**src/max_distance_slot_allocator_assert.svh**
```systemverilog
// ---------------------------------------------------------------------------
// Assertion macros for the max-distance slot allocator
// Concurrent checks clocked on clock, disabled during reset.
// ---------------------------------------------------------------------------
`ifndef MAX_DISTANCE_SLOT_ALLOCATOR_ASSERT_SVH
`define MAX_DISTANCE_SLOT_ALLOCATOR_ASSERT_SVH

// Consequent must hold in the same cycle as the antecedent
`define MDSA_ASSERT_SAME(lbl, ante, cons, msg) \
   lbl: assert property (@(posedge clock) disable iff (reset) (ante) |-> (cons)) \
      else $error(msg);

// Consequent must hold in the cycle after the antecedent
`define MDSA_ASSERT_NEXT(lbl, ante, cons, msg) \
   lbl: assert property (@(posedge clock) disable iff (reset) (ante) |=> (cons)) \
      else $error(msg);

`endif

```
**src/mdsa_pkg.sv**
```systemverilog
// ---------------------------------------------------------------------------
// mdsa_pkg
// Shared types and codes of the max-distance slot allocator.
// ---------------------------------------------------------------------------
package mdsa_pkg;

   // Sequencer states
   typedef enum logic [2:0] {
      ST_CLEAR,
      ST_IDLE,
      ST_SCAN,
      ST_DRAIN,
      ST_PICK,
      ST_REL_CHK,
      ST_DONE
   } mdsa_state_type;

   // Request modes
   localparam logic MODE_ALLOC   = 1'b0;
   localparam logic MODE_RELEASE = 1'b1;

   // Result status codes
   localparam logic [1:0] STATUS_OK      = 2'd0;
   localparam logic [1:0] STATUS_FULL    = 2'd1;
   localparam logic [1:0] STATUS_BAD_REL = 2'd2;

   // Field and register widths
   localparam int SLOT_W       = 8;
   localparam int STATUS_W     = 2;
   localparam int SEAT_COUNT_W = 9;
   localparam int PADDR_W      = 3;
   localparam int PDATA_W      = 32;

   // Register map (word index taken from paddr[2])
   localparam logic CSR_IDX_SEAT_COUNT = 1'b0;
   localparam logic [SEAT_COUNT_W-1:0] SEAT_COUNT_RESET = 9'd256;

endpackage

```
**src/max_distance_slot_allocator.sv**
```systemverilog
// ---------------------------------------------------------------------------
// max_distance_slot_allocator
// Keeps a slot occupancy map; allocate takes the free slot farthest from
// its nearest taken neighbor (lowest index on ties), release frees a slot.
// ---------------------------------------------------------------------------
//  channel  handshake            payload                          direction
//  req      req_valid/req_ready  req_mode, req_position           in
//  rsp      rsp_valid/rsp_ready  rsp_chosen_slot, rsp_status      out
//  csr      psel/penable/pready  pwrite, paddr, pwdata, prdata    APB, seat_count at 0x0
//
//  Allocate: one map read per slot 0..n-1, n being seat_count clamped to
//  1..MAX_SLOTS, through the shared gap subtractor, then drain, pick,
//  finish; scan and drain are skipped when no slot is taken at all.
//  Release: map read, then update; both are skipped when the position
//  is at or beyond n. After reset a clearing pass over all MAX_SLOTS slots
//  runs with req_ready low; req_ready is high only while idle, and a result
//  held by rsp_ready stalls the next finishing step, not the accept.
// ---------------------------------------------------------------------------
`include "max_distance_slot_allocator_assert.svh"

module max_distance_slot_allocator #(
   parameter int MAX_SLOTS = 256
) (
   input  logic                                clock,
   input  logic                                reset,
   // request channel
   input  logic                                req_valid,
   output logic                                req_ready,
   input  logic                                req_mode,
   input  logic [mdsa_pkg::SLOT_W-1:0]         req_position,
   // result channel
   output logic                                rsp_valid,
   input  logic                                rsp_ready,
   output logic [mdsa_pkg::SLOT_W-1:0]         rsp_chosen_slot,
   output logic [mdsa_pkg::STATUS_W-1:0]       rsp_status,
   // configuration port
   input  logic                                psel,
   input  logic                                penable,
   input  logic                                pwrite,
   input  logic [mdsa_pkg::PADDR_W-1:0]        paddr,
   input  logic [mdsa_pkg::PDATA_W-1:0]        pwdata,
   output logic [mdsa_pkg::PDATA_W-1:0]        prdata,
   output logic                                pready
);

   localparam int IW = $clog2(MAX_SLOTS);
   localparam int CW = $clog2(MAX_SLOTS + 1);
   localparam int LW = (CW > mdsa_pkg::SEAT_COUNT_W) ? CW : mdsa_pkg::SEAT_COUNT_W;

   // ---------------- registers ----------------
   mdsa_pkg::mdsa_state_type state_ff, state_in;
   logic [mdsa_pkg::SEAT_COUNT_W-1:0] seat_count_ff, seat_count_in;
   logic [CW-1:0]                idx_ff, idx_in;
   logic [CW-1:0]                n_ff, n_in;
   logic [CW-1:0]                total_ff, total_in;
   logic [mdsa_pkg::SLOT_W-1:0]  pos_ff, pos_in;
   logic                         rd_data_ff;
   logic                         rd_vld_ff, rd_vld_in;
   logic [IW-1:0]                rd_idx_ff, rd_idx_in;
   logic                         have_last_ff, have_last_in;
   logic [IW-1:0]                last_ff, last_in;
   logic                         have_best_ff, have_best_in;
   logic [IW-1:0]                best_pos_ff, best_pos_in;
   logic [IW-1:0]                best_dist_ff, best_dist_in;
   logic [mdsa_pkg::SLOT_W-1:0]  res_slot_ff, res_slot_in;
   logic [mdsa_pkg::STATUS_W-1:0] res_status_ff, res_status_in;
   logic                         wr_pend_ff, wr_pend_in;
   logic                         wr_val_ff, wr_val_in;
   logic [IW-1:0]                wr_addr_ff, wr_addr_in;
   logic                         rsp_valid_ff, rsp_valid_in;
   logic [mdsa_pkg::SLOT_W-1:0]  rsp_chosen_slot_ff, rsp_chosen_slot_in;
   logic [mdsa_pkg::STATUS_W-1:0] rsp_status_ff, rsp_status_in;

   // occupancy memory, one bit per slot
   logic occ_mem [MAX_SLOTS];

   // ---------------- combinational signals ----------------
   logic          req_fire;
   logic          rsp_free;
   logic          csr_wr;
   logic          csr_idx;
   logic [LW-1:0] seat_wide;
   logic [LW-1:0] n_lim_wide;
   logic [LW-1:0] req_pos_wide;
   logic [LW-1:0] pos_ff_wide;
   logic          req_pos_bad;
   logic [CW-1:0] n_last;
   logic          scan_end;
   logic          hit;
   logic [IW-1:0] sub_a;
   logic [IW-1:0] sub_diff;
   logic [IW-1:0] gap_half;
   logic          tail_open;
   logic          tail_take;
   logic [IW-1:0] fin_pos;
   logic          fin_have;
   logic [LW-1:0] fin_pos_wide;
   logic          mem_we;
   logic [IW-1:0] mem_waddr;
   logic          mem_wdata;
   logic [IW-1:0] mem_raddr;
   logic          done_fire;
   logic          done_alloc;

   // handshakes and config decode
   assign req_fire = req_valid && req_ready;
   assign rsp_free = !rsp_valid_ff || rsp_ready;
   assign csr_idx  = paddr[2];
   assign csr_wr   = psel && penable && pwrite && pready;

   // clamp slot count to 1..MAX_SLOTS
   assign seat_wide  = LW'(seat_count_ff);
   assign n_lim_wide = (seat_wide == '0) ? LW'(1) :
                       (seat_wide > LW'(MAX_SLOTS)) ? LW'(MAX_SLOTS) : seat_wide;

   assign req_pos_wide = LW'(req_position);
   assign pos_ff_wide  = LW'(pos_ff);
   assign req_pos_bad  = req_pos_wide >= n_lim_wide;

   assign n_last   = n_ff - CW'(1);
   assign scan_end = idx_ff == n_last;
   assign hit      = rd_vld_ff && rd_data_ff;

   // shared gap subtractor: scan gap during the sweep, tail gap at the pick
   assign sub_a    = (state_ff == mdsa_pkg::ST_PICK) ? n_last[IW-1:0] : rd_idx_ff;
   assign sub_diff = sub_a - last_ff;
   assign gap_half = sub_diff >> 1;

   // final choice including the tail slot
   assign tail_open    = last_ff != n_last[IW-1:0];
   assign tail_take    = tail_open && (!have_best_ff || (sub_diff > best_dist_ff));
   assign fin_pos      = tail_take ? n_last[IW-1:0] : best_pos_ff;
   assign fin_have     = have_best_ff || tail_take;
   assign fin_pos_wide = LW'(fin_pos);

   assign done_fire  = (state_ff == mdsa_pkg::ST_DONE) && rsp_free;
   assign done_alloc = done_fire && wr_pend_ff && wr_val_ff;

   // ---------------- next state ----------------
   always_comb begin
      state_in = state_ff;
      case (state_ff)
         mdsa_pkg::ST_CLEAR: begin
            if (idx_ff == CW'(MAX_SLOTS - 1)) state_in = mdsa_pkg::ST_IDLE;
         end
         mdsa_pkg::ST_IDLE: begin
            if (req_fire) begin
               if (req_mode == mdsa_pkg::MODE_RELEASE) begin
                  state_in = req_pos_bad ? mdsa_pkg::ST_DONE : mdsa_pkg::ST_REL_CHK;
               end else begin
                  state_in = (total_ff == '0) ? mdsa_pkg::ST_PICK : mdsa_pkg::ST_SCAN;
               end
            end
         end
         mdsa_pkg::ST_SCAN: begin
            if (scan_end) state_in = mdsa_pkg::ST_DRAIN;
         end
         mdsa_pkg::ST_DRAIN:   state_in = mdsa_pkg::ST_PICK;
         mdsa_pkg::ST_PICK:    state_in = mdsa_pkg::ST_DONE;
         mdsa_pkg::ST_REL_CHK: state_in = mdsa_pkg::ST_DONE;
         mdsa_pkg::ST_DONE: begin
            if (rsp_free) state_in = mdsa_pkg::ST_IDLE;
         end
         default: state_in = mdsa_pkg::ST_IDLE;
      endcase
   end

   // ---------------- control outputs ----------------
   always_comb begin
      req_ready = 1'b0;
      mem_we    = 1'b0;
      mem_waddr = idx_ff[IW-1:0];
      mem_wdata = 1'b0;
      mem_raddr = idx_ff[IW-1:0];
      case (state_ff)
         mdsa_pkg::ST_CLEAR: begin
            mem_we = 1'b1;
         end
         mdsa_pkg::ST_IDLE: begin
            req_ready = 1'b1;
            mem_raddr = req_pos_wide[IW-1:0];
         end
         mdsa_pkg::ST_DONE: begin
            mem_we    = rsp_free && wr_pend_ff;
            mem_waddr = wr_addr_ff;
            mem_wdata = wr_val_ff;
         end
         default: begin
            mem_we = 1'b0;
         end
      endcase
   end

   // ---------------- datapath ----------------
   always_comb begin
      seat_count_in      = seat_count_ff;
      idx_in             = idx_ff;
      n_in               = n_ff;
      total_in           = total_ff;
      pos_in             = pos_ff;
      rd_vld_in          = (state_ff == mdsa_pkg::ST_SCAN);
      rd_idx_in          = idx_ff[IW-1:0];
      have_last_in       = have_last_ff;
      last_in            = last_ff;
      have_best_in       = have_best_ff;
      best_pos_in        = best_pos_ff;
      best_dist_in       = best_dist_ff;
      res_slot_in        = res_slot_ff;
      res_status_in      = res_status_ff;
      wr_pend_in         = wr_pend_ff;
      wr_val_in          = wr_val_ff;
      wr_addr_in         = wr_addr_ff;
      rsp_valid_in       = rsp_valid_ff && !rsp_ready;
      rsp_chosen_slot_in = rsp_chosen_slot_ff;
      rsp_status_in      = rsp_status_ff;

      // config write
      if (csr_wr && (csr_idx == mdsa_pkg::CSR_IDX_SEAT_COUNT)) begin
         seat_count_in = pwdata[mdsa_pkg::SEAT_COUNT_W-1:0];
      end

      case (state_ff)
         mdsa_pkg::ST_CLEAR: begin
            idx_in = idx_ff + CW'(1);
         end
         mdsa_pkg::ST_IDLE: begin
            idx_in = '0;
            if (req_fire) begin
               pos_in       = req_position;
               n_in         = n_lim_wide[CW-1:0];
               have_last_in = 1'b0;
               last_in      = '0;
               have_best_in = 1'b0;
               best_pos_in  = '0;
               best_dist_in = '0;
               wr_pend_in   = 1'b0;
               res_slot_in  = req_position;
               res_status_in = mdsa_pkg::STATUS_BAD_REL;
            end
         end
         mdsa_pkg::ST_SCAN, mdsa_pkg::ST_DRAIN: begin
            if (state_ff == mdsa_pkg::ST_SCAN) idx_in = idx_ff + CW'(1);
            // fold one taken slot into the running widest gap
            if (hit) begin
               if (!have_last_ff) begin
                  if (rd_idx_ff != '0) begin
                     best_pos_in  = '0;
                     best_dist_in = rd_idx_ff;
                     have_best_in = 1'b1;
                  end
               end else if (sub_diff > IW'(1)) begin
                  if (!have_best_ff || (gap_half > best_dist_ff)) begin
                     best_pos_in  = last_ff + gap_half;
                     best_dist_in = gap_half;
                     have_best_in = 1'b1;
                  end
               end
               last_in      = rd_idx_ff;
               have_last_in = 1'b1;
            end
         end
         mdsa_pkg::ST_PICK: begin
            if (!have_last_ff) begin
               // nothing taken in range: slot 0
               res_slot_in   = '0;
               res_status_in = mdsa_pkg::STATUS_OK;
               wr_pend_in    = 1'b1;
               wr_val_in     = 1'b1;
               wr_addr_in    = '0;
            end else if (fin_have) begin
               res_slot_in   = fin_pos_wide[mdsa_pkg::SLOT_W-1:0];
               res_status_in = mdsa_pkg::STATUS_OK;
               wr_pend_in    = 1'b1;
               wr_val_in     = 1'b1;
               wr_addr_in    = fin_pos;
            end else begin
               res_slot_in   = '0;
               res_status_in = mdsa_pkg::STATUS_FULL;
               wr_pend_in    = 1'b0;
            end
         end
         mdsa_pkg::ST_REL_CHK: begin
            res_slot_in = pos_ff;
            wr_addr_in  = pos_ff_wide[IW-1:0];
            wr_val_in   = 1'b0;
            if (rd_data_ff) begin
               res_status_in = mdsa_pkg::STATUS_OK;
               wr_pend_in    = 1'b1;
            end else begin
               res_status_in = mdsa_pkg::STATUS_BAD_REL;
               wr_pend_in    = 1'b0;
            end
         end
         mdsa_pkg::ST_DONE: begin
            if (rsp_free) begin
               rsp_valid_in       = 1'b1;
               rsp_chosen_slot_in = res_slot_ff;
               rsp_status_in      = res_status_ff;
               if (wr_pend_ff) begin
                  total_in = wr_val_ff ? (total_ff + CW'(1)) : (total_ff - CW'(1));
               end
            end
         end
         default: begin
            idx_in = idx_ff;
         end
      endcase
   end

   // ---------------- control registers ----------------
   always_ff @(posedge clock) begin
      if (reset) begin
         state_ff      <= mdsa_pkg::ST_CLEAR;
         seat_count_ff <= mdsa_pkg::SEAT_COUNT_RESET;
         idx_ff        <= '0;
         total_ff      <= '0;
         rd_vld_ff     <= 1'b0;
         wr_pend_ff    <= 1'b0;
         rsp_valid_ff  <= 1'b0;
      end else begin
         state_ff      <= state_in;
         seat_count_ff <= seat_count_in;
         idx_ff        <= idx_in;
         total_ff      <= total_in;
         rd_vld_ff     <= rd_vld_in;
         wr_pend_ff    <= wr_pend_in;
         rsp_valid_ff  <= rsp_valid_in;
      end
   end

   // ---------------- payload registers ----------------
   always_ff @(posedge clock) begin
      n_ff               <= n_in;
      pos_ff             <= pos_in;
      rd_idx_ff          <= rd_idx_in;
      have_last_ff       <= have_last_in;
      last_ff            <= last_in;
      have_best_ff       <= have_best_in;
      best_pos_ff        <= best_pos_in;
      best_dist_ff       <= best_dist_in;
      res_slot_ff        <= res_slot_in;
      res_status_ff      <= res_status_in;
      wr_val_ff          <= wr_val_in;
      wr_addr_ff         <= wr_addr_in;
      rsp_chosen_slot_ff <= rsp_chosen_slot_in;
      rsp_status_ff      <= rsp_status_in;
   end

   // ---------------- occupancy memory ----------------
   always_ff @(posedge clock) begin
      if (mem_we) occ_mem[mem_waddr] <= mem_wdata;
      rd_data_ff <= occ_mem[mem_raddr];
   end

   // ---------------- ports ----------------
   assign rsp_valid       = rsp_valid_ff;
   assign rsp_chosen_slot = rsp_chosen_slot_ff;
   assign rsp_status      = rsp_status_ff;
   assign pready          = 1'b1;
   assign prdata          = (csr_idx == mdsa_pkg::CSR_IDX_SEAT_COUNT) ?
                            {{(mdsa_pkg::PDATA_W - mdsa_pkg::SEAT_COUNT_W){1'b0}},
                             seat_count_ff} : '0;

   // ---------------- assertions ----------------
   `MDSA_ASSERT_SAME(a_scan_in_range, state_ff == mdsa_pkg::ST_SCAN,
                     idx_ff < n_ff, "scan index past slot count")
   `MDSA_ASSERT_NEXT(a_alloc_counts, done_alloc, total_ff == $past(total_ff) + CW'(1),
                     "taken count not bumped on allocate")
   `MDSA_ASSERT_NEXT(a_result_shown, done_fire,
                     rsp_valid_ff && (rsp_status_ff == $past(res_status_ff)),
                     "finished item not presented")

endmodule
```
**config.mk**
```make
export PLATFORM = sky130hd
export DESIGN_NAME = max_distance_slot_allocator
export DESIGN_NICKNAME = d
export VERILOG_FILES = /design/src/mdsa_pkg.sv /design/src/max_distance_slot_allocator.sv
export VERILOG_INCLUDE_DIRS = /design/src /design/src/src
export SDC_FILE = /design/constraint.sdc
export NUM_CORES = 1
export LEC_CHECK = 0
export BUFFER_PORTS_ARGS = -buffer_cell sky130_fd_sc_hd__buf_2
export CELL_PAD_IN_SITES_DETAIL_PLACEMENT = 0
export CELL_PAD_IN_SITES_GLOBAL_PLACEMENT = 2
export CORE_ASPECT_RATIO = 0.8
export CORE_MARGIN = 8
export CORE_UTILIZATION = 35
export DETAILED_ROUTE_END_ITERATION = 6
export PLACE_DENSITY_LB_ADDON = 0.1
export SYNTH_ARGS = -nofsm -noshare
export SYNTH_HDL_FRONTEND = slang
export SYNTH_SLANG_ARGS = --single-unit
```
**constraint.sdc**
```tcl
create_clock -name clock -period 9.3 [get_ports clock]
set_clock_uncertainty 0.2 [all_clocks]
set_input_delay 0.93 -clock clock [delete_from_list [all_inputs] [get_ports clock]]
set_output_delay 0.93 -clock clock [all_outputs]
set_load 0.005 [all_outputs]
```
==> flow_summary.ini <==
[yosys]
synth-main-ff-cell = edfxtp_1
yosys.area_share.simple = 0.192
yosys-top-cells-area = edfxtp_1 (55%), nor2_1 (6.6%), nand2_1 (5.7%)
ys_async_sr_fraction = 0
yosysTopAreaCellShare = 0.545
synth_seq_cells = 370
ys_seq_area_frac = 0.592
yosys_warnings = 0
ys_top_cells_by_count = edfxtp_1 (328), nor2_1 (317), nand2_1 (275)
netlist_area_um2 = 18100
synth.avg_cell_area_um2 = 10.6
syn_inst = 1708
synthAdderAreaFrac = 0.0359
yosys-mux-area-fraction = 0.0400
synth_xor_area_frac = 0.0238
synth_edf_count = 328
synth.distinct_cells = 63
synth_most_common_cell = edfxtp_1
synth_top_family_by_area = simple AND/OR/NAND/NOR gates
yosysTopAreaCell = edfxtp_1
synth_compound_area_frac = 0.0704

[power]
swShare = 0.254
p_per_area_nw_per_um2 = 191
seq_power_share = 0.475
clockPowerShare = 0.414
combPwrFrac = 0.110
vdd_drop_max_mv = 0.114
switchingPower_uw = 977
p_int_uw = 2870
power_leakage_uw = 0.00710

[timing]
max_freq_mhz = 160
hold_viol_final = 0
drv_slew = 0
finalSetupTns_ns = 0
setup_viol = 0
hold_slack_ns = 0.231
max_slew_margin = 0.182
rsz0062_at_grt = no
finalCritPeriodShare = 0.673
post-route-min-period_ns = 6.26
tightest_slew_ns = 1.22

[global_route]
grt-ovfl-total = 0
grt_max_degree = 257
grt_pass1_vias = 12285
grt_pass1_wl_um = 79200
grt_usage = 0.176
antenna_found_initial = 1

[die]
die_x_um = 270
initial_core_util = 0.354
coreArea_um2 = 51000
rows = 74
dieArea_um2 = 59200
die_height_um = 219
io-pin-count = 96

[worst_setup_path]
arrival_ns = 6.32
critical_path_required_ns = 9.36
path_max_fanout = 20
crit_type = flop to flop
endpoint_kind = flop
ff2ff_setup_slack_ns = 3.04
cp-start-kind = flop

[clock_tree]
cts_resized = 0
cts_buffers = 42
cts_tree = done
clockRootBuffer = clkbuf_16
holdBufCountCts = 0
htreeDepth = 2
post_cts_buffers = 0
clk_pin_slew_worst_paths_ns = 0.06
clk_path_buf_depth = 3
cts.sinks = 370
worstSkewPairLatency_ns = 0.56

[flow_run]
cap_violations = 0

[outcome]
status = finished, final reports clean

[final_layout]
multi_input_area_um2 = 6660
final_net_count = 1816
drive_above_1_share = 0.0785
insertedDiodeCount = 0
nFillCells = 5030
syn_to_final_growth_pct = 11.2
register_area_um2 = 10700

[placement]
place.gp.congestion = 0.790
port_buffers = 46
dp_hpwl_um = 33100

[worst_hold_path]
hp-class = flop to flop

[routing]
post_drt_via_cell_ratio = 5.18
first_pass_iters = 6
antenna_left = 0
num_vias = 12576
drt_iter0_drc = 928
drt-wirelength-per-cell_um = 21.9
drcViolationCount = 0
drt_wl_total_um = 53300
cell families after synthesis:
family / count (synthesis)
fa+ha+maj: 50
compound gates: 192
xor+xnor: 49
buf+inv: 175
other cells: 2
flops: 370
simple gates: 805
mux: 65
power by group through the flow:
stage	registers [uW]	logic, uW	clock network, uW
final	1830	424	1590
after global routing	1830	465	1700
after CTS	1830	431	1640
after detailed placement	1860	429	0
after global placement	1860	429	0
after floorplan	1850	296	0
critical path, stage by stage (launching register included):
cell	delay, ns
dfxtp_1	0.72
nand2b_1	0.52
nor2_1	0.87
nor2_1	0.07
a21oi_1	0.20
ha_1	0.26
nor2b_1	0.12
o21ai_0	0.17
nand2b_1	0.11
a21o_1	0.19
a21o_1	0.19
a31oi_1	0.22
xnor2_1	0.23
inv_1	0.15
ha_1	0.32
a41oi_1	0.26
o211ai_1	0.13
a41o_1	0.22
a21oi_1	0.48
buf_4	0.31
cell type report:
class	instances	share of cell area
Clock buffer	57	0.0562
Tap cell	684	0.0426
Sequential cell	370	0.532
Multi-Input combinational cell	1185	0.332
Timing Repair Buffer	66	0.0196
Clock inverter	17	0.00791
Inverter	50	0.00960
sequential cells by signal (all words and copies together), names as in the netlist, 2 cells and up:
register / flops
best_dist_ff: 8
best_pos_ff: 8
idx_ff: 9
last_ff: 8
n_ff: 9
occ_mem: 256
pos_ff: 8
rd_idx_ff: 8
res_slot_ff: 8
res_status_ff: 2
rsp_chosen_slot: 8
rsp_status: 2
seat_count_ff: 9
state_ff: 3
total_ff: 9
wr_addr_ff: 8
per-layer routing:
metal / vias to the layer above / GRT usage / share of wire
li1: 5984 / - / -
met1: 6231 / 0.266 / 0.51
met2: 296 / 0.263 / 0.42
met3: 65 / 0.0235 / 0.050
met4: 0 / 0.0446 / 0.019
met5: - / 0 / 0
through the flow:
| step | setup slack [ns] | instances | power, uW | instance area (um^2) | util |
|---|---|---|---|---|---|
| 3_3_place_gp | 3.08 | 2355 | 2290 | 18800 | 0.368 |
| 2_1_floorplan | 1.04 | 1730 | 2140 | 18100 | - |
| 5_1_grt | 2.55 | 2429 | 3990 | 20100 | 0.394 |
| 6_report | 3.04 | 2429 | 3840 | 20100 | 0.394 |
| 4_1_cts | 3.01 | 2429 | 3900 | 20100 | 0.394 |
| 3_5_place_dp | 3.02 | 2355 | 2290 | 18800 | 0.368 |
layout by cell type, fill, tap and decap left out, drive strengths merged, types with 8 or more instances in the layout:
master and instances:
conb 24, nand3b 14, a21oi 48, mux2i 57, clkinv 13, nand3 85, xnor2 30, o31ai 16
nor2b 15, clkbuf 57, nand2b 21, o21ai 25, nand4 20, and2 9, nor3 16, edfxtp 328
nor4 10, nand2 275, nor2 317, dfxtp 42, o211ai 11, o21a 8, o221ai 17, ha 47
xor2 19, buf 66, inv 50, a21o 13, a31oi 30
final timing paths:
path,start,end,cells after the start
max,state_ff[2]$_SDFFE_PP0P_,best_pos_ff[1]$_SDFFCE_PN0P_,19
min,res_status_ff[0]$_DFFE_PP_,rsp_status[0]$_DFFE_PP_,0
max reg2reg,state_ff[2]$_SDFFE_PP0P_,best_pos_ff[1]$_SDFFCE_PN0P_,19
min reg2reg,res_status_ff[0]$_DFFE_PP_,rsp_status[0]$_DFFE_PP_,0
(Power assumes the default switching activity.)
